--- src/rtl/tbs_pkg.sv ---
`timescale 1ns / 1ps

package tbs_pkg;

    localparam int CMD_W      = 3;
    localparam int SLOT_W     = 4;
    localparam int BYTES_W    = 24;
    localparam int LIM_W      = 20;
    localparam int Q_W        = 28;   // tick quota: limit * 1024 * 250 / 1000 = limit << 8
    localparam int Q_SHIFT    = 8;
    localparam int MAXT_W     = 33;   // quota times at most twenty ticks
    localparam int TOK_W      = 36;
    localparam int DEBT_W     = 35;
    localparam int DIV_W      = 40;
    localparam int SUM_W      = DIV_W + 1;
    localparam int CNT_W      = 5;
    localparam int IDX_W      = 4;
    localparam int NSLOT      = 1 << SLOT_W;
    localparam int IN_DATA_W  = 32;
    localparam int OUT_DATA_W = 48;
    localparam int CFG_A_W    = 2;

    typedef logic [CMD_W-1:0] cmd_t;
    localparam cmd_t CMD_ADD    = 3'd0;
    localparam cmd_t CMD_REMOVE = 3'd1;
    localparam cmd_t CMD_TICK   = 3'd2;
    localparam cmd_t CMD_USE    = 3'd3;
    localparam cmd_t CMD_WAIT   = 3'd4;

    localparam logic [CFG_A_W-1:0] CFG_ENABLE  = 2'd0;
    localparam logic [CFG_A_W-1:0] CFG_IN_LIM  = 2'd1;
    localparam logic [CFG_A_W-1:0] CFG_OUT_LIM = 2'd2;
    localparam logic [CFG_A_W-1:0] CFG_BURST   = 2'd3;

    localparam logic [1:0] BURST_X8  = 2'd1;
    localparam logic [1:0] BURST_X20 = 2'd2;

    typedef enum logic [4:0] {
        OP_NONE,
        OP_LATCH,
        OP_ADD_INSERT,
        OP_DIV_QUOTA,
        OP_ADD_APPLY,
        OP_REM_APPLY,
        OP_REM_FINISH,
        OP_USE,
        OP_WAIT,
        OP_EMIT_CMD,
        OP_TICK_INIT,
        OP_TICK_UNLIM,
        OP_TICK_PER,
        OP_TICK_FLOW,
        OP_DIV_LEFT,
        OP_ROUND_PER,
        OP_ROUND_FLOW,
        OP_WAKE_EMIT
    } dp_op_t;

    typedef struct packed {
        dp_op_t           op;
        logic             dir;
        logic [IDX_W-1:0] idx;
    } dp_cmd_t;

    typedef struct packed {
        cmd_t             cmd;
        logic             add_ok;
        logic             slot_ok;
        logic [CNT_W-1:0] cnt;
        logic [1:0]       q_zero;
        logic             div_busy;
        logic             quot_zero;
        logic             left_zero;
        logic             nun_zero;
        logic             wake_bit;
        logic             out_free;
    } dp_stat_t;

endpackage

--- src/rtl/tbs_ctrl.sv ---
`timescale 1ns / 1ps

// Sequencer: walks commands, directions and flow positions.
module tbs_ctrl
    import tbs_pkg::*;
(
    input  logic     aclk,
    input  logic     aresetn,
    input  logic     s_tvalid,
    output logic     s_tready,
    input  dp_stat_t stat,
    output dp_cmd_t  cmd
);

    typedef enum logic [4:0] {
        ST_IDLE,
        ST_DECODE,
        ST_ADD_DIV,
        ST_ADD_WAIT,
        ST_ADD_APPLY,
        ST_REM_DIV,
        ST_REM_WAIT,
        ST_REM_APPLY,
        ST_REM_FINISH,
        ST_EMIT,
        ST_T_INIT,
        ST_T_UNLIM,
        ST_T_DIVW,
        ST_T_FLOW,
        ST_T_ROUND,
        ST_T_RDIVW,
        ST_T_RFLOW,
        ST_T_NEXTD,
        ST_W_SCAN
    } state_t;

    state_t           state_reg, state_next;
    logic             dir_reg, dir_next;
    logic [IDX_W-1:0] k_reg, k_next;
    logic             k_last;
    logic             adv;

    assign k_last = ({1'b0, k_reg} + CNT_W'(1)) == stat.cnt;

    always_comb begin
        state_next = state_reg;
        dir_next   = dir_reg;
        k_next     = k_reg;
        adv        = 1'b0;
        cmd.op     = OP_NONE;
        cmd.dir    = dir_reg;
        cmd.idx    = k_reg;

        unique case (state_reg)
            ST_IDLE: begin
                if (s_tvalid) begin
                    cmd.op     = OP_LATCH;
                    state_next = ST_DECODE;
                end
            end
            ST_DECODE: begin
                dir_next = 1'b0;
                unique case (stat.cmd)
                    CMD_ADD: begin
                        if (stat.add_ok) begin
                            cmd.op     = OP_ADD_INSERT;
                            state_next = ST_ADD_DIV;
                        end else begin
                            state_next = ST_EMIT;
                        end
                    end
                    CMD_REMOVE: begin
                        state_next = stat.slot_ok ? ST_REM_DIV : ST_EMIT;
                    end
                    CMD_TICK: begin
                        state_next = ST_T_INIT;
                    end
                    CMD_USE: begin
                        cmd.op     = OP_USE;
                        state_next = ST_EMIT;
                    end
                    CMD_WAIT: begin
                        cmd.op     = OP_WAIT;
                        state_next = ST_EMIT;
                    end
                    default: begin
                        state_next = ST_IDLE;
                    end
                endcase
            end
            ST_ADD_DIV: begin
                cmd.op     = OP_DIV_QUOTA;
                state_next = ST_ADD_WAIT;
            end
            ST_ADD_WAIT: begin
                if (!stat.div_busy) begin
                    state_next = ST_ADD_APPLY;
                end
            end
            ST_ADD_APPLY: begin
                cmd.op = OP_ADD_APPLY;
                if (dir_reg) begin
                    state_next = ST_EMIT;
                end else begin
                    dir_next   = 1'b1;
                    state_next = ST_ADD_DIV;
                end
            end
            ST_REM_DIV: begin
                cmd.op     = OP_DIV_QUOTA;
                state_next = ST_REM_WAIT;
            end
            ST_REM_WAIT: begin
                if (!stat.div_busy) begin
                    state_next = ST_REM_APPLY;
                end
            end
            ST_REM_APPLY: begin
                cmd.op = OP_REM_APPLY;
                if (dir_reg) begin
                    state_next = ST_REM_FINISH;
                end else begin
                    dir_next   = 1'b1;
                    state_next = ST_REM_DIV;
                end
            end
            ST_REM_FINISH: begin
                cmd.op     = OP_REM_FINISH;
                state_next = ST_EMIT;
            end
            ST_EMIT: begin
                if (stat.out_free) begin
                    cmd.op     = OP_EMIT_CMD;
                    state_next = ST_IDLE;
                end
            end
            ST_T_INIT: begin
                cmd.op = OP_TICK_INIT;
                k_next = '0;
                if (stat.cnt == '0) begin
                    state_next = ST_T_NEXTD;
                end else if (stat.q_zero[dir_reg]) begin
                    state_next = ST_T_UNLIM;
                end else begin
                    state_next = ST_T_DIVW;
                end
            end
            ST_T_UNLIM: begin
                cmd.op = OP_TICK_UNLIM;
                if (k_last) begin
                    state_next = ST_T_NEXTD;
                end else begin
                    k_next = k_reg + IDX_W'(1);
                end
            end
            ST_T_DIVW: begin
                if (!stat.div_busy) begin
                    cmd.op     = OP_TICK_PER;
                    k_next     = '0;
                    state_next = ST_T_FLOW;
                end
            end
            ST_T_FLOW: begin
                cmd.op = OP_TICK_FLOW;
                if (k_last) begin
                    state_next = ST_T_ROUND;
                end else begin
                    k_next = k_reg + IDX_W'(1);
                end
            end
            ST_T_ROUND: begin
                if (stat.left_zero || stat.nun_zero) begin
                    state_next = ST_T_NEXTD;
                end else begin
                    cmd.op     = OP_DIV_LEFT;
                    state_next = ST_T_RDIVW;
                end
            end
            ST_T_RDIVW: begin
                if (!stat.div_busy) begin
                    if (stat.quot_zero) begin
                        state_next = ST_T_NEXTD;
                    end else begin
                        cmd.op     = OP_ROUND_PER;
                        k_next     = '0;
                        state_next = ST_T_RFLOW;
                    end
                end
            end
            ST_T_RFLOW: begin
                cmd.op = OP_ROUND_FLOW;
                if (k_last) begin
                    state_next = ST_T_ROUND;
                end else begin
                    k_next = k_reg + IDX_W'(1);
                end
            end
            ST_T_NEXTD: begin
                k_next = '0;
                if (!dir_reg) begin
                    dir_next   = 1'b1;
                    state_next = ST_T_INIT;
                end else begin
                    dir_next   = 1'b0;
                    state_next = ST_W_SCAN;
                end
            end
            ST_W_SCAN: begin
                if (stat.cnt == '0) begin
                    state_next = ST_IDLE;
                end else begin
                    if (stat.wake_bit) begin
                        if (stat.out_free) begin
                            cmd.op = OP_WAKE_EMIT;
                            adv    = 1'b1;
                        end
                    end else begin
                        adv = 1'b1;
                    end
                    if (adv) begin
                        if (k_last) begin
                            k_next = '0;
                            if (dir_reg) begin
                                state_next = ST_IDLE;
                            end else begin
                                dir_next = 1'b1;
                            end
                        end else begin
                            k_next = k_reg + IDX_W'(1);
                        end
                    end
                end
            end
            default: begin
                state_next = ST_IDLE;
            end
        endcase
    end

    always_ff @(posedge aclk) begin
        if (!aresetn) begin
            state_reg <= ST_IDLE;
            dir_reg   <= 1'b0;
            k_reg     <= '0;
        end else begin
            state_reg <= state_next;
            dir_reg   <= dir_next;
            k_reg     <= k_next;
        end
    end

    assign s_tready = state_reg == ST_IDLE;

endmodule

--- config.mk ---
export PLATFORM = sky130hd
export DESIGN_NAME = tbs_ctrl
export DESIGN_NICKNAME = d
export VERILOG_FILES = /design/src/rtl/tbs_pkg.sv /design/src/rtl/tbs_ctrl.sv
export SDC_FILE = /design/constraint.sdc
export NUM_CORES = 1
export LEC_CHECK = 0
export BUFFER_PORTS_ARGS = -buffer_cell sky130_fd_sc_hd__buf_4
export CELL_PAD_IN_SITES_DETAIL_PLACEMENT = 1
export CELL_PAD_IN_SITES_GLOBAL_PLACEMENT = 1
export CORE_ASPECT_RATIO = 0.7
export CORE_UTILIZATION = 41
export DETAILED_ROUTE_END_ITERATION = 10
export PLACE_DENSITY = 0.92
export SLEW_MARGIN = 10
export SYNTH_ARGS = -nofsm -noshare
export SYNTH_HDL_FRONTEND = slang
export SYNTH_SLANG_ARGS = --single-unit
--- constraint.sdc ---
create_clock -name aclk -period 5.2 [get_ports aclk]
set_clock_uncertainty 0.15 [all_clocks]
set_input_delay 0.78 -clock aclk [delete_from_list [all_inputs] [get_ports aclk]]
set_output_delay 0.78 -clock aclk [all_outputs]
set_load 0.005 [all_outputs]
After elaboration in Yosys (flattened, before gate mapping)
Cells that the tools add are included.
{"block": "totals", "reg_bits": 10, "inputBits": 21, "elab_cells": 114}
{"block": "classes", "addsub": 2, "n_lt_le_gt_ge": 1, "eq_ne": 39, "mux": 54, "n_reduce_logical": 15}
{"operator": "$mux W5", "count": 18}
{"operator": "$pmux W5 S18", "count": 1}
{"operator": "$pmux W5 S15", "count": 1}
{"operator": "$mux W4", "count": 16}
{"operator": "$eq A5 B4 Y1 const B", "count": 8}
{"operator": "$ne A2 B2 Y1 const B", "count": 12}
{"operator": "$eq A5 B3 Y1 const B", "count": 4}
{"operator": "$pmux W4 S5", "count": 1}
{"operator": "$pmux W5 S4", "count": 1}
{"operator": "$eq A5 B5 Y1 const B", "count": 3}
{"operator": "$mux W1", "count": 12}
{"operator": "$pmux W4 S3", "count": 1}
{"operator": "$reduce_and A11 Y1", "count": 1}
{"operator": "$eq A5 B2 Y1 const B", "count": 2}
{"operator": "$logic_not A5 Y1", "count": 2}
{"operator": "$reduce_or A2 Y1", "count": 5}
{"operator": "$ne A3 B3 Y1 const B", "count": 3}
{"operator": "$reduce_and A7 Y1", "count": 1}
{"operator": "$eq A3 B2 Y1 const B", "count": 2}
{"operator": "$add A4 B1 Y5 const B", "count": 1}
{"operator": "$eq A5 B1 Y1 const B", "count": 1}
{"operator": "$eq A5 B5 Y1", "count": 1}
{"operator": "$reduce_bool A5 Y1", "count": 1}
{"operator": "$add A4 B1 Y4 const B", "count": 1}
{"operator": "12 further kinds", "count": 12}

Logic depth before layout (Yosys ltp)
Gate-level depths: netlist (run 1).
{"block": "depth", "ltp_word": 7, "ltp_mapped": 9, "ltp_nobuf": 7}

Worst setup path after synthesis (run 1)
No wires, ideal clock.
{"block": "synth_timing", "path_kind": "in2out", "start": "input stat[8] (netlist bit)", "end": "output cmd[5] (netlist bit)", "t_arrival_ns": 1.879, "required_time_ns": 4.270, "slack_ns": 2.391, "cell_stages": 5, "cell_sequence": "or4_1 > nor2_1 > and2b_1 > nand3_1 > o211ai_1"}
{"item": "start, declared", "line_no": "tbs_ctrl.sv:11", "rtl": "input dp_stat_t stat,"}
{"item": "end, declared", "line_no": "tbs_ctrl.sv:12", "rtl": "output dp_cmd_t cmd"}

==> results by group, run 1 <==
Finish
  • Post-route insts no fill: 271
  • Nets@finish: 247
  • Max reg flops: 5
  • Cell area after layout: ~1700 um2
  • Commonest non-fill, non-tap cell in the layout: buf_4
  • Final Util: 0.517
  • Ant diodes: 0
  • Most frequent cells in the layout: buf_4, nor2_1, nand2_1
  • Share of cells above drive strength 1: 0.219
  • P&R area growth vs syn: 14.3%

Yosys
  • Synth async-reset ratio: 0
  • Synth Area in Compound Gates: 0.317
  • Post-synthesis xor/xnor area fraction: 0.0696
  • Number of synthesized flops with an enable pin: 0
  • Sequential area share after synthesis: 0.134
  • Mapped Cells: 205
  • Register bit total from synthesis: 10
  • Simple-gate share of the synthesized area: 0.328
  • Main combinational cell family by area after synthesis: simple AND/OR/NAND/NOR gates
  • Syn Area/Cell: 7.28 um2
  • Warnings, synthesis: 0
  • Fraction of synthesized area in multiplexers: 0.0352
  • Area share of fa/ha/maj cells after synthesis: 0.00839
  • Distinct cells, synth: just over 60
  • Main synth FF type: dfxtp_1
  • Post-Syn Nets: 227
  • Synth Cell Area: approximately 1500 um2

Setup path
  • Crit start category: register
  • Worst-path maximum fanout: 28
  • CP arrival: 2.57 ns
  • CP endpoint kind: output pin
  • Crit-path max cell delay: between 0.9 and 1 ns
  • Required time of the critical path: roughly 4.3 ns
  • Crit Path Category: register to output pin
  • Slowest cell on the critical path: dfxtp_1
  • CP Cell Sequence: nand3b_1 -> a211oi_1 -> a21oi_1 -> o211ai_1 -> buf_4

STA
  • Slew Viols, Final: 0
  • Least-Margin Pin Slew: 0.957 ns
  • Tcrit/Tclk final: 0.674
  • Setup Total Neg Slack: 0 ns
  • Slew margin rel.: 0.361
  • RSZ-0062 raised after global routing: false
  • Hold Violations, Final: 0
  • Clock period minus final worst setup slack: 3.50 ns
  • Final setup fails: 0
  • Max Fclk: 0.285 GHz

GRT
  • Global-route wire length before repair: 8.05 mm
  • Grt ovf: 0
  • Largest net degree at the start of global routing: 30
  • Vias in the first global route: 1538
  • Initial antenna violation count: 0
  • Overall Global Routing Usage: 0.279

Drt
  • DR pass1 iterations: 4
  • Routed Antenna Nets: 0
  • Starting DRC count in detailed routing: 152
  • Avg WL per Cell: 18.7 um
  • DR vias/cell: 6.22
  • Routed vias: 1686
  • Final wirelength: 5.07 mm
  • Residual DRC: 0

CTS
  • TritonCTS buffer count: 3
  • CTS clk-pin slew, worst paths: around 0.06 ns
  • Clock Tree Buf Depth: 2
  • CTS root buf: clkbuf_8
  • Clk_lat worst skew: 0.25 ns
  • # hold bufs at CTS: 0
  • Post-CTS sizing: 0
  • Clk sinks: 10
  • CTS tree: built
  • H-tree levels: 1
  • Setup bufs post-CTS: 0

Floorplan
  • Die Wd: 74.1 um
  • Num rows: 17
  • Io pins: 32
  • Core area: 3300 um2
  • Starting Density: 0.452
  • Die area: 3890 um2
  • Chip height: 52.5 um

Placed design
  • IO Port Bufs: 31
  • Gpl congestion: 0.848
  • HPWL after DPL: 3.91 mm
  • DP Cell Count: about 270
  • Area after DPL: 1650 um2

Job
  • Max-Cap Viols: 0

Min path
  • Hold Path Class: register to register

Outcome
  • Status: finished clean

Power and ir drop
  • Worst vdd ir: about 0.23 mV
  • P_leak: 0.661 nW
  • PD cells: 438 nW/um2
-- path summary, 6_finish.rpt --
check                                                from                         to  slack, ns  cells past startpoint
worst min-delay path                k_reg[1]$_SDFFE_PN0P_      k_reg[1]$_SDFFE_PN0P_       0.39                      1
worst max register to register      k_reg[0]$_SDFFE_PN0P_  state_reg[0]$_SDFFE_PN0P_       2.26                      7
worst min register to register      k_reg[1]$_SDFFE_PN0P_      k_reg[1]$_SDFFE_PN0P_       0.39                      1
worst max-delay path            state_reg[0]$_SDFFE_PN0P_                     cmd[5]       1.70                      5
-- cell usage after synthesis (3+ instances only) --
cell	count	area (um2)
clkbuf_8	5	68.8
nand2b_1	4	25.0
nand2_1	18	67.6
o311a_1	3	30.0
a21o_1	3	22.5
inv_1	5	18.8
mux2i_1	3	30.0
buf_6	3	33.8
nand3_1	8	40.0
clkbuf_1	7	26.3
o21ai_0	11	55.1
a21oi_1	15	75.1
a31oi_1	5	31.3
nor3_1	6	30.0
nor2_1	20	75.1
and2_1	3	18.8
xnor2_1	8	70.1
dfxtp_1	10	200
o21ai_1	4	20.0
nor2b_1	7	43.8
-- stage by stage --
step                      power (mW)  setup slack (ns)  hold slack [ns]
final                          0.747              1.70            0.393
after floorplan                0.528              2.39            0.364
after global routing           0.799              1.66            0.421
after detailed placement       0.631              1.97            0.368
after global placement         0.616              2.06            0.369
after CTS                      0.736              1.83            0.398
-- cell type report --
cell class / count / area, um2
Clock buffer: 4 / 55.1
Multi-Input combinational cell: 173 / 1130
Tap cell: 47 / 58.8
Inverter: 5 / 18.8
Sequential cell: 10 / 200
Fill cell: 441 / 1590
Timing Repair Buffer: 32 / 240
-- worst max-delay path: cells and delay by family (launching register included) --
family | cells | cell delay (ns)
AO/OA/AOI/OAI | 3 | 0.82
flip-flops | 1 | 0.94
buffers and inverters | 1 | 0.14
AND/OR/NAND/NOR | 1 | 0.40
-- where the power goes --
group / leakage [nW] / switching [mW] / internal, mW
Combinational: 0.551 / 0.245 / 0.214
Clock: 0.0288 / 0.0360 / 0.0669
Sequential: 0.0817 / 0.0891 / 0.0954
-- logic make-up after synthesis --
group	after synthesis
AOI/OAI and AO/OA	66
xor gates and xnor gates	11
adders and majority gates	1
buffers and inverters	22
DFF	10
muxes	5
and+or+nand+nor	90
-- layer usage --
metal / track usage / wire [um]
met1: 0.415 / 2500
met2: 0.418 / 2200
met3: 0.0404 / 320
met4: 0.0577 / 49
met5: 0 / 0
No activity file was read; power rests on OpenSTA's default activity.
==> run 2, diff against run 1 <==
CORE_UTILIZATION = 39   (was 41)
PLACE_DENSITY = 0.89   (was 0.92)
clock period = 3.3 ns   (was 5.2 ns; I/O delays follow)
==> run 2 against run 1 <==
  * Combinational power is 81% higher
  * Final cell count is 3.3% higher
  * Sequential power is 22% higher
  * First-iteration DRC count fell by 23%
  * Via count rose by 2.3%
  * Core utilization fell by 2.7 points
  * Clock-buffer cell count did not move
  * Total power rose by 62%
  * Critical endpoint is now state_reg[0]$_SDFFE_PN0P_
==> results by group, run 2 (same netlist as run 1, synthesis figures left out) <==
Outcome
  • Status: finished clean

Finish
  • Share of cells above drive strength 1: 0.239 (+0.0204)
  • Post-route insts no fill: 280 (+3.3%)
  • Commonest non-fill, non-tap cell in the layout: buf_4
  • Most frequent cells in the layout: buf_4, nor2_1, nand2_1
  • Fillers: 465 (+5.4%)
  • Ant diodes: 0 (unchanged)
  • Nets@finish: 253 (+2.4%)
  • Max reg flops: 5 (unchanged)
  • Cell area after layout: 1750 um2 (+2.9%)
  • P&R area growth vs syn: 17.5%

STA
  • Slew margin rel.: 0.626 (+0.265)
  • Clock period minus final worst setup slack: 2.83 ns
  • RSZ-0062 raised after global routing: false
  • Tcrit/Tclk final: 0.858
  • Final WS setup: 0.468 ns (-1.23 ns)
  • Slew Viols, Final: 0 (unchanged)
  • Least-Margin Pin Slew: 0.555 ns (-0.401 ns)
  • Max Fclk: 0.353 GHz
  • Hold_ws: 0.402 ns (+0.00927 ns)
  • Hold Violations, Final: 0 (unchanged)
  • Setup Total Neg Slack: 0 ns (unchanged)
  • Final setup fails: 0 (unchanged)

CTS
  • CTS clk-pin slew, worst paths: 0.05 ns (about the same)
  • Setup bufs post-CTS: 0 (unchanged)
  • Clock Tree Buf Depth: 2 (unchanged)
  • Clk_lat worst skew: 0.24 ns (about the same)
  • Post-CTS sizing: 0 (unchanged)
  • TritonCTS buffer count: 3 (unchanged)
  • # hold bufs at CTS: 0 (unchanged)
  • CTS root buf: clkbuf_8
  • CTS tree: built
  • Clk sinks: 10 (unchanged)
  • H-tree levels: 1 (unchanged)

Setup path
  • Worst setup endpoint: state_reg[0]$_SDFFE_PN0P_
  • CP endpoint kind: register
  • Worst Setup SP: k_reg[0]$_SDFFE_PN0P_
  • Reg2reg setup slack: 0.47 ns (-1.79 ns)
  • CP arrival: 2.80 ns (+0.23 ns)
  • Crit start category: register
  • CP Cell Sequence: ha_1 -> xnor2_1 -> nand2_2 -> or4_4 -> a2111oi_4 -> nand2_4 -> o311a_1
  • Worst-path maximum fanout: 5 (-82%)
  • Required time of the critical path: 3.27 ns (-1.00 ns)
  • Reg2reg end: state_reg[0]$_SDFFE_PN0P_
  • Cells on worst reg2reg path: 7 (unchanged)
  • Reg-to-reg startpoint: k_reg[0]$_SDFFE_PN0P_
  • Slowest cell on the critical path: or4_4
  • Crit-path max cell delay: 0.58 ns (-0.36 ns)
  • Crit Path Category: register to register

GRT
  • Grt ovf: 0 (unchanged)
  • Initial antenna violation count: 0 (unchanged)
  • Largest net degree at the start of global routing: 23 (-23%)
  • Overall Global Routing Usage: 0.263 (-0.0162)
  • Vias in the first global route: 1620 (+5.3%)
  • Global-route wire length before repair: 8.20 mm (+1.9%)

Power and ir drop
  • Internal power: 0.622 mW (+65%)
  • Share of total power in the clock network: 0.130 (-0.008)
  • Worst vdd ir: 0.313 mV (+35%)
  • P_leak: 0.692 nW (+4.6%)
  • Flop pwr share: 0.186 (-0.061)
  • Net switching power: 0.591 mW (+60%)
  • Sw Share: 0.487 (-0.00822)
  • PD cells: 692 nW/um2 (+58%)
  • Gate power share: 0.684 (+0.069)

Job
  • Max-Cap Viols: 0 (unchanged)

Drt
  • Starting DRC count in detailed routing: 117 (-23%)
  • DR pass1 iterations: 4 (unchanged)
  • Final wirelength: 5.24 mm (+3.4%)
  • Avg WL per Cell: 18.7 um (about the same)
  • Met1 WL: 2.31 mm (-7.6%)
  • DR vias/cell: 6.16 (-1.0%)
  • Met3 WL: 600 um (+88%)
  • Met2 WL: 2.30 mm (+4.4%)
  • Top sig layer: met4
  • Routed Antenna Nets: 0 (unchanged)
  • Routed vias: 1724 (+2.3%)
  • Residual DRC: 0 (unchanged)

Placed design
  • Area after DPL: 1700 um2 (+3.0%)
  • Gpl congestion: 0.863 (+1.8%)
  • IO Port Bufs: 31 (unchanged)
  • HPWL after DPL: 3.96 mm (+1.3%)
  • DP Cell Count: 276 (+3.4%)
  • Pre-CTS WS: 0.557 ns (-1.42 ns)

Floorplan
  • Io pins: 32 (unchanged)
  • Die Wd: 75.9 um (+2.5%)
  • Starting Density: 0.416 (-0.0359)
  • Core area: 3580 um2 (+8.6%)
  • Chip height: 53.7 um (+2.4%)
  • Die area: 4080 um2 (+5.0%)
  • Num rows: 18 (+1)

Min path
  • Hold Path Class: register to register
[run 2: stage by stage]
| stage | util | power [mW] |
|---|---|---|
| after CTS | 0.490 | 1.20 |
| after detailed placement | 0.474 | 1.03 |
| after global placement | 0.474 | 1.01 |
| after floorplan | - | 0.832 |
| after global routing | 0.490 | 1.29 |
| final | 0.490 | 1.21 |
[run 2: layout make-up]
type	instances	area [um2]	share of cell area
Clock buffer	4	55.1	0.0314
Inverter	5	18.8	0.0107
Multi-Input combinational cell	173	1130	0.645
Sequential cell	10	200	0.114
Tap cell	50	62.6	0.0357
Timing Repair Buffer	38	285	0.163
[run 2: worst min path at each step]
stage / endpoint / start / cells past startpoint / slack (ns)
final: k_reg[1]$_SDFFE_PN0P_ / k_reg[1]$_SDFFE_PN0P_ / 1 / 0.40
after global routing: state_reg[3]$_SDFFE_PN0P_ / aresetn / 2 / 0.40
after CTS: k_reg[1]$_SDFFE_PN0P_ / k_reg[1]$_SDFFE_PN0P_ / 1 / 0.39
after detailed placement: k_reg[1]$_SDFFE_PN0P_ / k_reg[1]$_SDFFE_PN0P_ / 1 / 0.38
after global placement: k_reg[1]$_SDFFE_PN0P_ / k_reg[1]$_SDFFE_PN0P_ / 1 / 0.38
after floorplan: k_reg[1]$_SDFFE_PN0P_ / k_reg[1]$_SDFFE_PN0P_ / 1 / 0.36
[run 2: worst max-delay path, delay by kind of cell, from the launching register on]
kind                       cells  cell delay, ns
AOI/OAI and AO/OA              2            0.88
xor gates and xnor gates       1            0.18
adders and majority gates      1            0.29
DFF                            1            0.42
and+or+nand+nor                3            0.77
[run 2: metal layers]
| metal | vias to the layer above | GRT usage |
|---|---|---|
| met3 | 4 | 0.0593 |
| met4 | 0 | 0.0673 |
| met5 | - | 0 |
| li1 | 800 | - |
| met1 | 827 | 0.355 |
| met2 | 93 | 0.429 |
[run 2: power groups by stage]
| stage | Sequential [mW] | Clock [mW] | Combinational [mW] |
|---|---|---|---|
| 5_1_grt | 0.231 | 0.172 | 0.887 |
| 3_3_place_gp | 0.223 | 0 | 0.787 |
| 2_1_floorplan | 0.167 | 0 | 0.664 |
| 4_1_cts | 0.222 | 0.161 | 0.817 |
| 6_report | 0.226 | 0.158 | 0.829 |
| 3_5_place_dp | 0.226 | 0 | 0.804 |
